===== src/design/ltl_pkg.sv =====
// Shared types, token codes and character tables for the lifetime token lexer.
package ltl_pkg;

    typedef struct packed {
        logic [3:0]  kind;
        logic [31:0] start;
        logic [15:0] bytes;
        logic [15:0] line;
    } t_token;

    localparam logic [3:0] KIND_LANGLE    = 4'd0;
    localparam logic [3:0] KIND_RANGLE    = 4'd1;
    localparam logic [3:0] KIND_LIFETIME  = 4'd3;
    localparam logic [3:0] KIND_STATIC    = 4'd4;
    localparam logic [3:0] KIND_ANON      = 4'd5;
    localparam logic [3:0] KIND_COLON     = 4'd6;
    localparam logic [3:0] KIND_COMMA     = 4'd7;
    localparam logic [3:0] KIND_PLUS      = 4'd8;
    localparam logic [3:0] KIND_AMP       = 4'd9;
    localparam logic [3:0] KIND_MUT       = 4'd10;
    localparam logic [3:0] KIND_IDENT     = 4'd11;
    localparam logic [3:0] KIND_END       = 4'd13;
    localparam logic [3:0] KIND_INVALID   = 4'd14;

    localparam logic [7:0] CH_LT    = 8'h3C;
    localparam logic [7:0] CH_GT    = 8'h3E;
    localparam logic [7:0] CH_COLON = 8'h3A;
    localparam logic [7:0] CH_COMMA = 8'h2C;
    localparam logic [7:0] CH_PLUS  = 8'h2B;
    localparam logic [7:0] CH_AMP   = 8'h26;
    localparam logic [7:0] CH_APOS  = 8'h27;
    localparam logic [7:0] CH_SPACE = 8'h20;
    localparam logic [7:0] CH_TAB   = 8'h09;
    localparam logic [7:0] CH_LF    = 8'h0A;
    localparam logic [7:0] CH_CR    = 8'h0D;
    localparam logic [7:0] CH_UNDER = 8'h5F;
    localparam logic [7:0] LEAD_LO  = 8'hD8;
    localparam logic [7:0] LEAD_HI  = 8'hDB;
    localparam logic [7:0] STRAY_LO = 8'hDC;

    // Keyword slots: 0 "mut", 1 Arabic mut, 2 "'static", 3 Arabic static
    localparam logic [3:0] KW_LEN [4] = '{4'd3, 4'd10, 4'd7, 4'd9};

    function automatic logic [7:0] kw_byte(logic [1:0] k, logic [3:0] i);
        logic [7:0] r;
        r = 8'h00;
        unique case (k)
            2'd0: begin
                unique case (i)
                    4'd0: r = 8'h6D;
                    4'd1: r = 8'h75;
                    4'd2: r = 8'h74;
                    default: r = 8'h00;
                endcase
            end
            2'd1: begin
                unique case (i)
                    4'd0: r = 8'hD9;
                    4'd1: r = 8'h85;
                    4'd2: r = 8'hD8;
                    4'd3: r = 8'hAA;
                    4'd4: r = 8'hD8;
                    4'd5: r = 8'hBA;
                    4'd6: r = 8'hD9;
                    4'd7: r = 8'h8A;
                    4'd8: r = 8'hD8;
                    4'd9: r = 8'hB1;
                    default: r = 8'h00;
                endcase
            end
            2'd2: begin
                unique case (i)
                    4'd0: r = 8'h27;
                    4'd1: r = 8'h73;
                    4'd2: r = 8'h74;
                    4'd3: r = 8'h61;
                    4'd4: r = 8'h74;
                    4'd5: r = 8'h69;
                    4'd6: r = 8'h63;
                    default: r = 8'h00;
                endcase
            end
            default: begin
                unique case (i)
                    4'd0: r = 8'h27;
                    4'd1: r = 8'hD8;
                    4'd2: r = 8'hAB;
                    4'd3: r = 8'hD8;
                    4'd4: r = 8'hA7;
                    4'd5: r = 8'hD8;
                    4'd6: r = 8'hA8;
                    4'd7: r = 8'hD8;
                    4'd8: r = 8'hAA;
                    default: r = 8'h00;
                endcase
            end
        endcase
        return r;
    endfunction

    function automatic logic is_alpha(logic [7:0] b);
        return (b >= 8'h61 && b <= 8'h7A) || (b >= 8'h41 && b <= 8'h5A);
    endfunction

    function automatic logic is_word(logic [7:0] b);
        return is_alpha(b) || (b >= 8'h30 && b <= 8'h39) || b == CH_UNDER;
    endfunction

    function automatic logic is_lead(logic [7:0] b);
        return b >= LEAD_LO && b <= LEAD_HI;
    endfunction

endpackage


===== src/design/lifetime_token_lexer_top.sv =====
// Streaming lexer for lifetime annotations: one source byte in, up to three tokens out.
//
//  channel | valid   | ready   | payload
//  --------+---------+---------+--------------------------------------------------
//  input   | i_valid | o_ready | i_source_byte, i_final_byte
//  output  | o_valid | i_ready | o_token_kind, o_token_start, o_token_bytes,
//          |         |         | o_token_line, o_run_last
//
// One byte is taken per cycle while o_ready is high; its tokens appear in the result buffer the next cycle.
// A byte that yields more than one token holds the input off while the buffer drains
// one token per cycle when i_ready is high, until its last token goes out.
// Reset (synchronous, active low) empties the buffer and returns the scanner to idle.
// A stalled output keeps the buffer full and drops o_ready until the last token goes.
module lifetime_token_lexer_top
    import ltl_pkg::*;
#(
    parameter int OFFSET_BITS = 32,
    parameter int LINE_BITS   = 16,
    parameter int LENGTH_BITS = 16
) (
    input  logic        i_clk,
    input  logic        i_rst_n,
    input  logic        i_valid,
    output logic        o_ready,
    input  logic [7:0]  i_source_byte,
    input  logic        i_final_byte,
    output logic        o_valid,
    input  logic        i_ready,
    output logic [3:0]  o_token_kind,
    output logic [31:0] o_token_start,
    output logic [15:0] o_token_bytes,
    output logic [15:0] o_token_line,
    output logic        o_run_last
);

    typedef enum logic [2:0] {
        MODE_IDLE,
        MODE_APOS,
        MODE_IDENT,
        MODE_LIFE_WORD,
        MODE_LIFE_ASCII
    } t_mode;

    localparam logic [OFFSET_BITS-1:0] OFFSET_MAX = '1;
    localparam logic [LINE_BITS-1:0]   LINE_MAX   = '1;
    localparam logic [LENGTH_BITS-1:0] LENGTH_MAX = '1;

    t_mode                   r_mode,   n_mode;
    logic                    r_pair,   n_pair;
    logic [OFFSET_BITS-1:0]  r_pstart, n_pstart;
    logic [LENGTH_BITS-1:0]  r_plen,   n_plen;
    logic [LINE_BITS-1:0]    r_pline,  n_pline;
    logic [3:0]              r_alive,  n_alive;
    logic [OFFSET_BITS-1:0]  r_offset, n_offset;
    logic [LINE_BITS-1:0]    r_line,   n_line;

    t_token                  r_slot [3];
    t_token                  n_slot [3];
    logic [1:0]              r_cnt,    n_cnt;

    logic                    accept;
    logic                    drain;

    function automatic logic [3:0] f_keep(logic [3:0] a, logic [LENGTH_BITS-1:0] len,
                                          logic [7:0] b);
        logic [3:0] r;
        r = '0;
        for (int k = 0; k < 4; k++) begin
            r[k] = a[k] && (len < LENGTH_BITS'(KW_LEN[k])) &&
                   (kw_byte(2'(k), len[3:0]) == b);
        end
        return r;
    endfunction

    function automatic logic f_hit(logic [3:0] a, logic [LENGTH_BITS-1:0] len, int k);
        return a[k] && (len == LENGTH_BITS'(KW_LEN[k]));
    endfunction

    function automatic t_token f_tok(logic [3:0] kind, logic [OFFSET_BITS-1:0] start,
                                     logic [LENGTH_BITS-1:0] len,
                                     logic [LINE_BITS-1:0] line);
        t_token t;
        t.kind  = kind;
        t.start = 32'(start);
        t.bytes = 16'(len);
        t.line  = 16'(line);
        return t;
    endfunction

    assign o_ready = (r_cnt == 2'd0) || (r_cnt == 2'd1 && i_ready);
    assign accept  = i_valid && o_ready;
    assign o_valid = (r_cnt != 2'd0);
    assign drain   = o_valid && i_ready;

    assign o_token_kind  = r_slot[0].kind;
    assign o_token_start = r_slot[0].start;
    assign o_token_bytes = r_slot[0].bytes;
    assign o_token_line  = r_slot[0].line;
    assign o_run_last    = (r_cnt == 2'd1);

    always_comb begin
        logic [7:0]  b;
        logic        handled;
        logic        newline;
        logic        do_take;
        logic        pend_emit;
        logic [3:0]  pend_kind;
        t_token      e_tok;

        b         = i_source_byte;
        handled   = 1'b0;
        newline   = (b == CH_LF);
        do_take   = 1'b0;
        pend_emit = 1'b0;
        pend_kind = KIND_INVALID;
        e_tok     = '0;

        n_mode   = r_mode;
        n_pair   = r_pair;
        n_pstart = r_pstart;
        n_plen   = r_plen;
        n_pline  = r_pline;
        n_alive  = r_alive;
        n_offset = r_offset;
        n_line   = r_line;
        n_cnt    = 2'd0;
        for (int s = 0; s < 3; s++) begin
            n_slot[s] = '0;
        end

        // Decide what the pending token does with this byte
        unique case (r_mode)
            MODE_APOS: begin
                if (b == CH_UNDER) begin
                    do_take   = 1'b1;
                    pend_emit = 1'b1;
                    pend_kind = KIND_ANON;
                    handled   = 1'b1;
                end else if (is_lead(b)) begin
                    do_take = 1'b1;
                    n_mode  = MODE_LIFE_WORD;
                    n_pair  = 1'b1;
                    handled = 1'b1;
                end else if (b >= STRAY_LO) begin
                    pend_emit = 1'b1;
                    pend_kind = KIND_LIFETIME;
                end else if (is_alpha(b)) begin
                    do_take = 1'b1;
                    n_mode  = MODE_LIFE_ASCII;
                    handled = 1'b1;
                end else begin
                    pend_emit = 1'b1;
                    pend_kind = KIND_INVALID;
                end
            end
            MODE_IDENT, MODE_LIFE_WORD: begin
                if (r_pair) begin
                    do_take = 1'b1;
                    n_pair  = 1'b0;
                    newline = 1'b0;
                    handled = 1'b1;
                end else if (is_lead(b)) begin
                    do_take = 1'b1;
                    n_pair  = 1'b1;
                    handled = 1'b1;
                end else if (is_word(b)) begin
                    do_take = 1'b1;
                    handled = 1'b1;
                end else begin
                    pend_emit = 1'b1;
                    if (r_mode == MODE_IDENT) begin
                        pend_kind = (f_hit(r_alive, r_plen, 0) || f_hit(r_alive, r_plen, 1))
                                    ? KIND_MUT : KIND_IDENT;
                    end else begin
                        pend_kind = (f_hit(r_alive, r_plen, 2) || f_hit(r_alive, r_plen, 3))
                                    ? KIND_STATIC : KIND_LIFETIME;
                    end
                end
            end
            MODE_LIFE_ASCII: begin
                if (is_word(b)) begin
                    do_take = 1'b1;
                    handled = 1'b1;
                end else begin
                    pend_emit = 1'b1;
                    pend_kind = (f_hit(r_alive, r_plen, 2) || f_hit(r_alive, r_plen, 3))
                                ? KIND_STATIC : KIND_LIFETIME;
                end
            end
            default: begin
                n_mode = MODE_IDLE;
            end
        endcase

        // Extend the pending token by this byte
        if (do_take) begin
            n_alive = f_keep(r_alive, r_plen, b);
            n_plen  = (r_plen == LENGTH_MAX) ? r_plen : r_plen + LENGTH_BITS'(1);
        end

        // Close the pending token and hand it out
        if (pend_emit) begin
            e_tok = f_tok(pend_kind, r_pstart, n_plen, r_pline);
            n_slot[n_cnt] = e_tok;
            n_cnt  = n_cnt + 2'd1;
            n_mode = MODE_IDLE;
            n_pair = 1'b0;
        end

        // Scan the byte from idle
        if (!handled) begin
            unique case (b)
                CH_LT, CH_GT, CH_COLON, CH_COMMA, CH_PLUS, CH_AMP: begin
                    unique case (b)
                        CH_LT:    e_tok.kind = KIND_LANGLE;
                        CH_GT:    e_tok.kind = KIND_RANGLE;
                        CH_COLON: e_tok.kind = KIND_COLON;
                        CH_COMMA: e_tok.kind = KIND_COMMA;
                        CH_PLUS:  e_tok.kind = KIND_PLUS;
                        default:  e_tok.kind = KIND_AMP;
                    endcase
                    e_tok = f_tok(e_tok.kind, r_offset, LENGTH_BITS'(1), r_line);
                    if (n_cnt < 2'd3) begin
                        n_slot[n_cnt] = e_tok;
                        n_cnt = n_cnt + 2'd1;
                    end
                end
                CH_SPACE, CH_TAB, CH_LF, CH_CR: begin
                end
                default: begin
                    if (b == CH_APOS || is_lead(b) || is_alpha(b) || b == CH_UNDER) begin
                        n_pstart = r_offset;
                        n_pline  = r_line;
                        n_plen   = LENGTH_BITS'(1);
                        n_alive  = f_keep(4'hF, '0, b);
                        n_pair   = is_lead(b);
                        n_mode   = (b == CH_APOS) ? MODE_APOS : MODE_IDENT;
                    end else begin
                        e_tok = f_tok(KIND_INVALID, r_offset, LENGTH_BITS'(1), r_line);
                        if (n_cnt < 2'd3) begin
                            n_slot[n_cnt] = e_tok;
                            n_cnt = n_cnt + 2'd1;
                        end
                    end
                end
            endcase
        end

        if (newline) begin
            n_line = (r_line == LINE_MAX) ? r_line : r_line + LINE_BITS'(1);
        end
        n_offset = (r_offset == OFFSET_MAX) ? r_offset : r_offset + OFFSET_BITS'(1);

        // Last byte: flush, add the end token, start over
        if (i_final_byte) begin
            pend_emit = 1'b1;
            unique case (n_mode)
                MODE_APOS:  pend_kind = KIND_INVALID;
                MODE_IDENT: pend_kind = (f_hit(n_alive, n_plen, 0) ||
                                         f_hit(n_alive, n_plen, 1)) ? KIND_MUT : KIND_IDENT;
                MODE_LIFE_WORD, MODE_LIFE_ASCII:
                            pend_kind = (f_hit(n_alive, n_plen, 2) ||
                                         f_hit(n_alive, n_plen, 3)) ? KIND_STATIC
                                                                    : KIND_LIFETIME;
                default: begin
                    pend_emit = 1'b0;
                    pend_kind = KIND_INVALID;
                end
            endcase
            if (pend_emit && n_cnt < 2'd3) begin
                n_slot[n_cnt] = f_tok(pend_kind, n_pstart, n_plen, n_pline);
                n_cnt = n_cnt + 2'd1;
            end
            if (n_cnt < 2'd3) begin
                n_slot[n_cnt] = f_tok(KIND_END, n_offset, '0, n_line);
                n_cnt = n_cnt + 2'd1;
            end
            n_mode   = MODE_IDLE;
            n_pair   = 1'b0;
            n_pstart = '0;
            n_plen   = '0;
            n_pline  = LINE_BITS'(1);
            n_alive  = 4'hF;
            n_offset = '0;
            n_line   = LINE_BITS'(1);
        end
    end

    always_ff @(posedge i_clk) begin
        if (!i_rst_n) begin
            r_mode   <= MODE_IDLE;
            r_pair   <= 1'b0;
            r_pstart <= '0;
            r_plen   <= '0;
            r_pline  <= LINE_BITS'(1);
            r_alive  <= 4'hF;
            r_offset <= '0;
            r_line   <= LINE_BITS'(1);
            r_cnt    <= 2'd0;
        end else begin
            if (accept) begin
                r_mode   <= n_mode;
                r_pair   <= n_pair;
                r_pstart <= n_pstart;
                r_plen   <= n_plen;
                r_pline  <= n_pline;
                r_alive  <= n_alive;
                r_offset <= n_offset;
                r_line   <= n_line;
                r_cnt    <= n_cnt;
            end else if (drain) begin
                r_cnt <= r_cnt - 2'd1;
            end
        end
    end

    // Result buffer: load a fresh run, or shift the next token to the head
    always_ff @(posedge i_clk) begin
        if (accept) begin
            for (int s = 0; s < 3; s++) begin
                r_slot[s] <= n_slot[s];
            end
        end else if (drain) begin
            r_slot[0] <= r_slot[1];
            r_slot[1] <= r_slot[2];
        end
    end

    a_final_restarts: assert property (@(posedge i_clk) disable iff (!i_rst_n)
        i_valid && o_ready && i_final_byte |=>
            o_valid && r_mode == MODE_IDLE && r_offset == '0)
        else $error("final byte did not restart the scanner with tokens pending");

    a_end_is_last: assert property (@(posedge i_clk) disable iff (!i_rst_n)
        o_valid && o_token_kind == KIND_END |-> o_run_last)
        else $error("end token is not the last token of its run");

    a_line_nonzero: assert property (@(posedge i_clk) disable iff (!i_rst_n)
        r_line != '0 && r_pline != '0)
        else $error("line counter reached zero");

    a_no_empty_drain: assert property (@(posedge i_clk) disable iff (!i_rst_n)
        !i_valid && drain && r_cnt == 2'd1 |=> !o_valid)
        else $error("result buffer did not empty after its last token");

endmodule


===== config.mk =====
export PLATFORM = sky130hd
export DESIGN_NAME = lifetime_token_lexer_top
export DESIGN_NICKNAME = d
export VERILOG_FILES = /design/src/design/ltl_pkg.sv /design/src/design/lifetime_token_lexer_top.sv
export SDC_FILE = /design/constraint.sdc
export NUM_CORES = 1
export LEC_CHECK = 0
export BUFFER_PORTS_ARGS = -buffer_cell sky130_fd_sc_hd__buf_2
export CORE_ASPECT_RATIO = 1.25
export CORE_UTILIZATION = 40
export CTS_CLUSTER_SIZE = 12
export DETAILED_ROUTE_END_ITERATION = 16
export PLACE_DENSITY_LB_ADDON = 0.15
export SLEW_MARGIN = 20
export SYNTH_ARGS = -nofsm -noshare
export SYNTH_HDL_FRONTEND = slang
export SYNTH_SLANG_ARGS = --single-unit
export TNS_END_PERCENT = 5

===== constraint.sdc =====
create_clock -name i_clk -period 5.61 [get_ports i_clk]
set_input_delay 0.2805 -clock i_clk [delete_from_list [all_inputs] [get_ports i_clk]]
set_output_delay 0.2805 -clock i_clk [all_outputs]
set_load 0.1 [all_outputs]

==> flow_summary.toml <==
[timing]
rsz0062_at_grt = "false"
tightest_slew_ns = 1.102
hold_viol = 0
min_period_over_period_pct = 93.10
fin_setup_tns_ns = 0
min_period_ns = 5.223
slew_violations = 0
fin_skew_ns = 0.02188
max_freq_mhz = 191.5
max_slew_margin_pct = 25.89
setup_viol = 0

[clock_network]
numCtsBuffers = 41
clkSlewWorstSetupHoldPaths_ns = 0.06
cts_max_path_buffers = 3
post_cts_resized = 0
cts-root-buf = "clkbuf_16"
clkLatencyLatePin_ns = 0.59
cts.sinks = 340
cts_tree = "yes"
cts_max_level = 2
holdBufCountCts = 0
cts_setup_buffers = 0

[yosys]
ys_dominant_reg_cell = "edfxtp_1"
synth_area_leader_cell = "edfxtp_1"
synth_top_area_share_pct = 28.99
synth.avg_cell_area_um2 = 8.612
synth-edff-count = 204
synthArstFlopShare_pct = 0
syn-num-nets = 2481
yosys_warnings = 0
synth-seq-cells = 340
ys_top_cells_by_count = "254 x nand2_1, 215 x nor2_1, 204 x edfxtp_1"
synthMostInstantiatedCell = "nand2_1"
syn_area_um2 = 21130
synthTopCellsByArea = "edfxtp_1 29%, dfxtp_1 13%, nand2_1 4.5%"
ys_seq_area_share_pct = 41.87
yosys.cell_types.count = 97
syn_inst = 2454

[layout]
nets = 2397
area.growth.synth_to_final_pct = 9.165
drive_gt1_share_pct = 12.65

[floorplanning]
core_um2 = 51900
rows = 93
die_area_um2 = 53760
fp.dieW_um = 207.6
pin_count = 84
die_y_um = 259.0
initial_utilization_pct = 40.72

[critical_path]
crit_fanout = 36
startpoint_type = "flop"
cp.arrival_ns = 5.64
crit_required_ns = 6.03
slowest_delay_ns = 0.59
setup.worst_path.end_class = "flop"
crit_type = "flop to flop"
slowest_stage = "or4_4"
worstPathCellList = "or3b_1 > a21oi_1 > o22ai_1 > or2_1 > inv_2 > ha_1 > or4_4 > nand3_1 > inv_2 > ha_1 > a21o_1 > mux2_4 > buf_4 > nand3_1 > o22ai_1 > nand2_1 > buf_4 > o21ai_0"

[power]
power_leakage_nw = 7.961
p_total_mw = 8.683
p_int_mw = 5.220
p_switching_mw = 3.463
switching_share_pct = 39.88
p_seq_share_pct = 37.6
irDropWorstVdd_mv = 0.2280
pwr-share-comb_pct = 30.7
pwr_density_cell_nw_per_um2 = 376.4
pwr-share-clk_pct = 31.8

[place]
gp_congestion = 0.9023
numPortBuffers = 83
post-dp-hpwl_mm = 49.95

[outcome]
outcome = "completed"

[global_route]
grt_overflow_total = 0
grt_start_max_net_pins = 83
antenna_found_initial = 0
grt_pass1_vias = 18910
grt_pass1_wl_mm = 118.6
grtUsageTotal_pct = 28.79

[drt]
num_vias = 19500
dr.pass1.iters = 8
drt_iter0_drc = 1975
vias_per_cell = 6.354
drcViolationCount = 0
antenna_left = 0
drt_wl_total_mm = 79.11
routedWlPerCell_um = 25.78

[hold_path]
holdCritPathClass = "input pin to flop"

[run]
cap_violations = 0
==> power groups by stage <==
stage	sequential [mW]	combinational (mW)	clock, mW
finish	3.26	2.66	2.76
global placement	3.31	2.63	0
floorplan	3.29	2.15	0
CTS	3.27	2.65	2.79
global route	3.29	2.77	2.90
detailed placement	3.32	2.65	0
==> worst max-delay path: cells and delay by family (launching register included) <==
kind	cells	cell delay, ns
simple gates	6	1.85
compound gates	5	1.08
buf+inv	4	0.86
fa+ha+maj	2	0.55
flops	1	0.42
mux	1	0.30
==> routing by layer <==
metal  wire [um]  global-route usage, %  vias up
met5           0                      0        -
met4        4075                  16.25        0
met3        5280                  4.754      223
met2       39060                  50.00      937
met1       30690                  33.78     9546
li1            -                      -     8793
==> cell usage in the layout, fill, tap and decap left out, types with 13 or more instances in the layout <==
cell type / instances
o21ai_1: 33
ha_1: 14
xnor2_1: 53
o31ai_1: 21
edfxtp_1: 204
a221oi_2: 13
nand3_1: 65
nand4_1: 19
inv_1: 34
a31oi_1: 37
and3_1: 16
nor3_1: 66
mux2i_1: 44
nand2b_1: 15
nor4_1: 13
buf_2: 82
dfxtp_1: 136
a22oi_1: 106
a21oi_1: 163
o21ai_0: 174
nor2_1: 211
and2_1: 47
a221oi_1: 28
clkbuf_16: 45
nor2b_1: 85
or3_1: 19
a21o_1: 24
buf_4: 84
o22ai_1: 41
o211ai_1: 14
nand2_1: 250
a211oi_1: 22
==> per-stage QoR <==
| stage | area (um2) | util, % | setup slack [ns] | hold WS [ns] | instances |
|---|---|---|---|---|---|
| after floorplan | 21130 | - | 0.3803 | 0.4836 | 2454 |
| after global placement | 21680 | 41.77 | 0.3074 | 0.4934 | 2992 |
| after detailed placement | 21680 | 41.77 | 0.2189 | 0.5026 | 2992 |
| after CTS | 23060 | 44.44 | 0.4066 | 0.1801 | 3068 |
| after global routing | 23070 | 44.45 | 0.1302 | 0.1801 | 3068 |
| final | 23070 | 44.45 | 0.3871 | 0.1712 | 3069 |
==> kinds of logic after synthesis <==
group | synth area share, %
AOI/OAI and AO/OA | 24.98
xor gates and xnor gates | 2.694
adders and majority gates | 0.8289
buffers and inverters | 7.549
DFF | 41.87
muxes | 2.422
and+or+nand+nor | 19.66
==> cell type report <==
cell class,instances,area [um2]
antenna,1,2.502
fill,5144,28830
sequential,340,8848
inverter,37,141.4
timing repair buffer,168,1081
multi-input combinational,1782,10780
tap,665,832.0
clock buffer,61,1246
clock inverter,15,138.9
==> state kept, by name (all words and copies together), names as in the netlist, named ones only <==
| register | flops |
|---|---|
| r_plen | 16 |
| r_line | 16 |
| r_alive | 4 |
| r_pline | 16 |
| r_slot | 204 |
| r_cnt | 2 |
| r_pstart | 32 |
| r_mode | 3 |
| r_pair | 1 |
| r_offset | 32 |
==> final timing paths <==
kind / startpoint / end / slack, ns / depth (start not counted)
max reg2reg: r_mode[1] / r_slot[0][18] / 0.39 / 18
max: r_mode[1] / r_slot[0][18] / 0.39 / 18
min reg2reg: r_slot[1][5] / r_slot[0][73] / 0.51 / 1
min: i_rst_n / r_alive[1] / 0.17 / 2
Note: power is estimated with default switching activity, not from simulation.
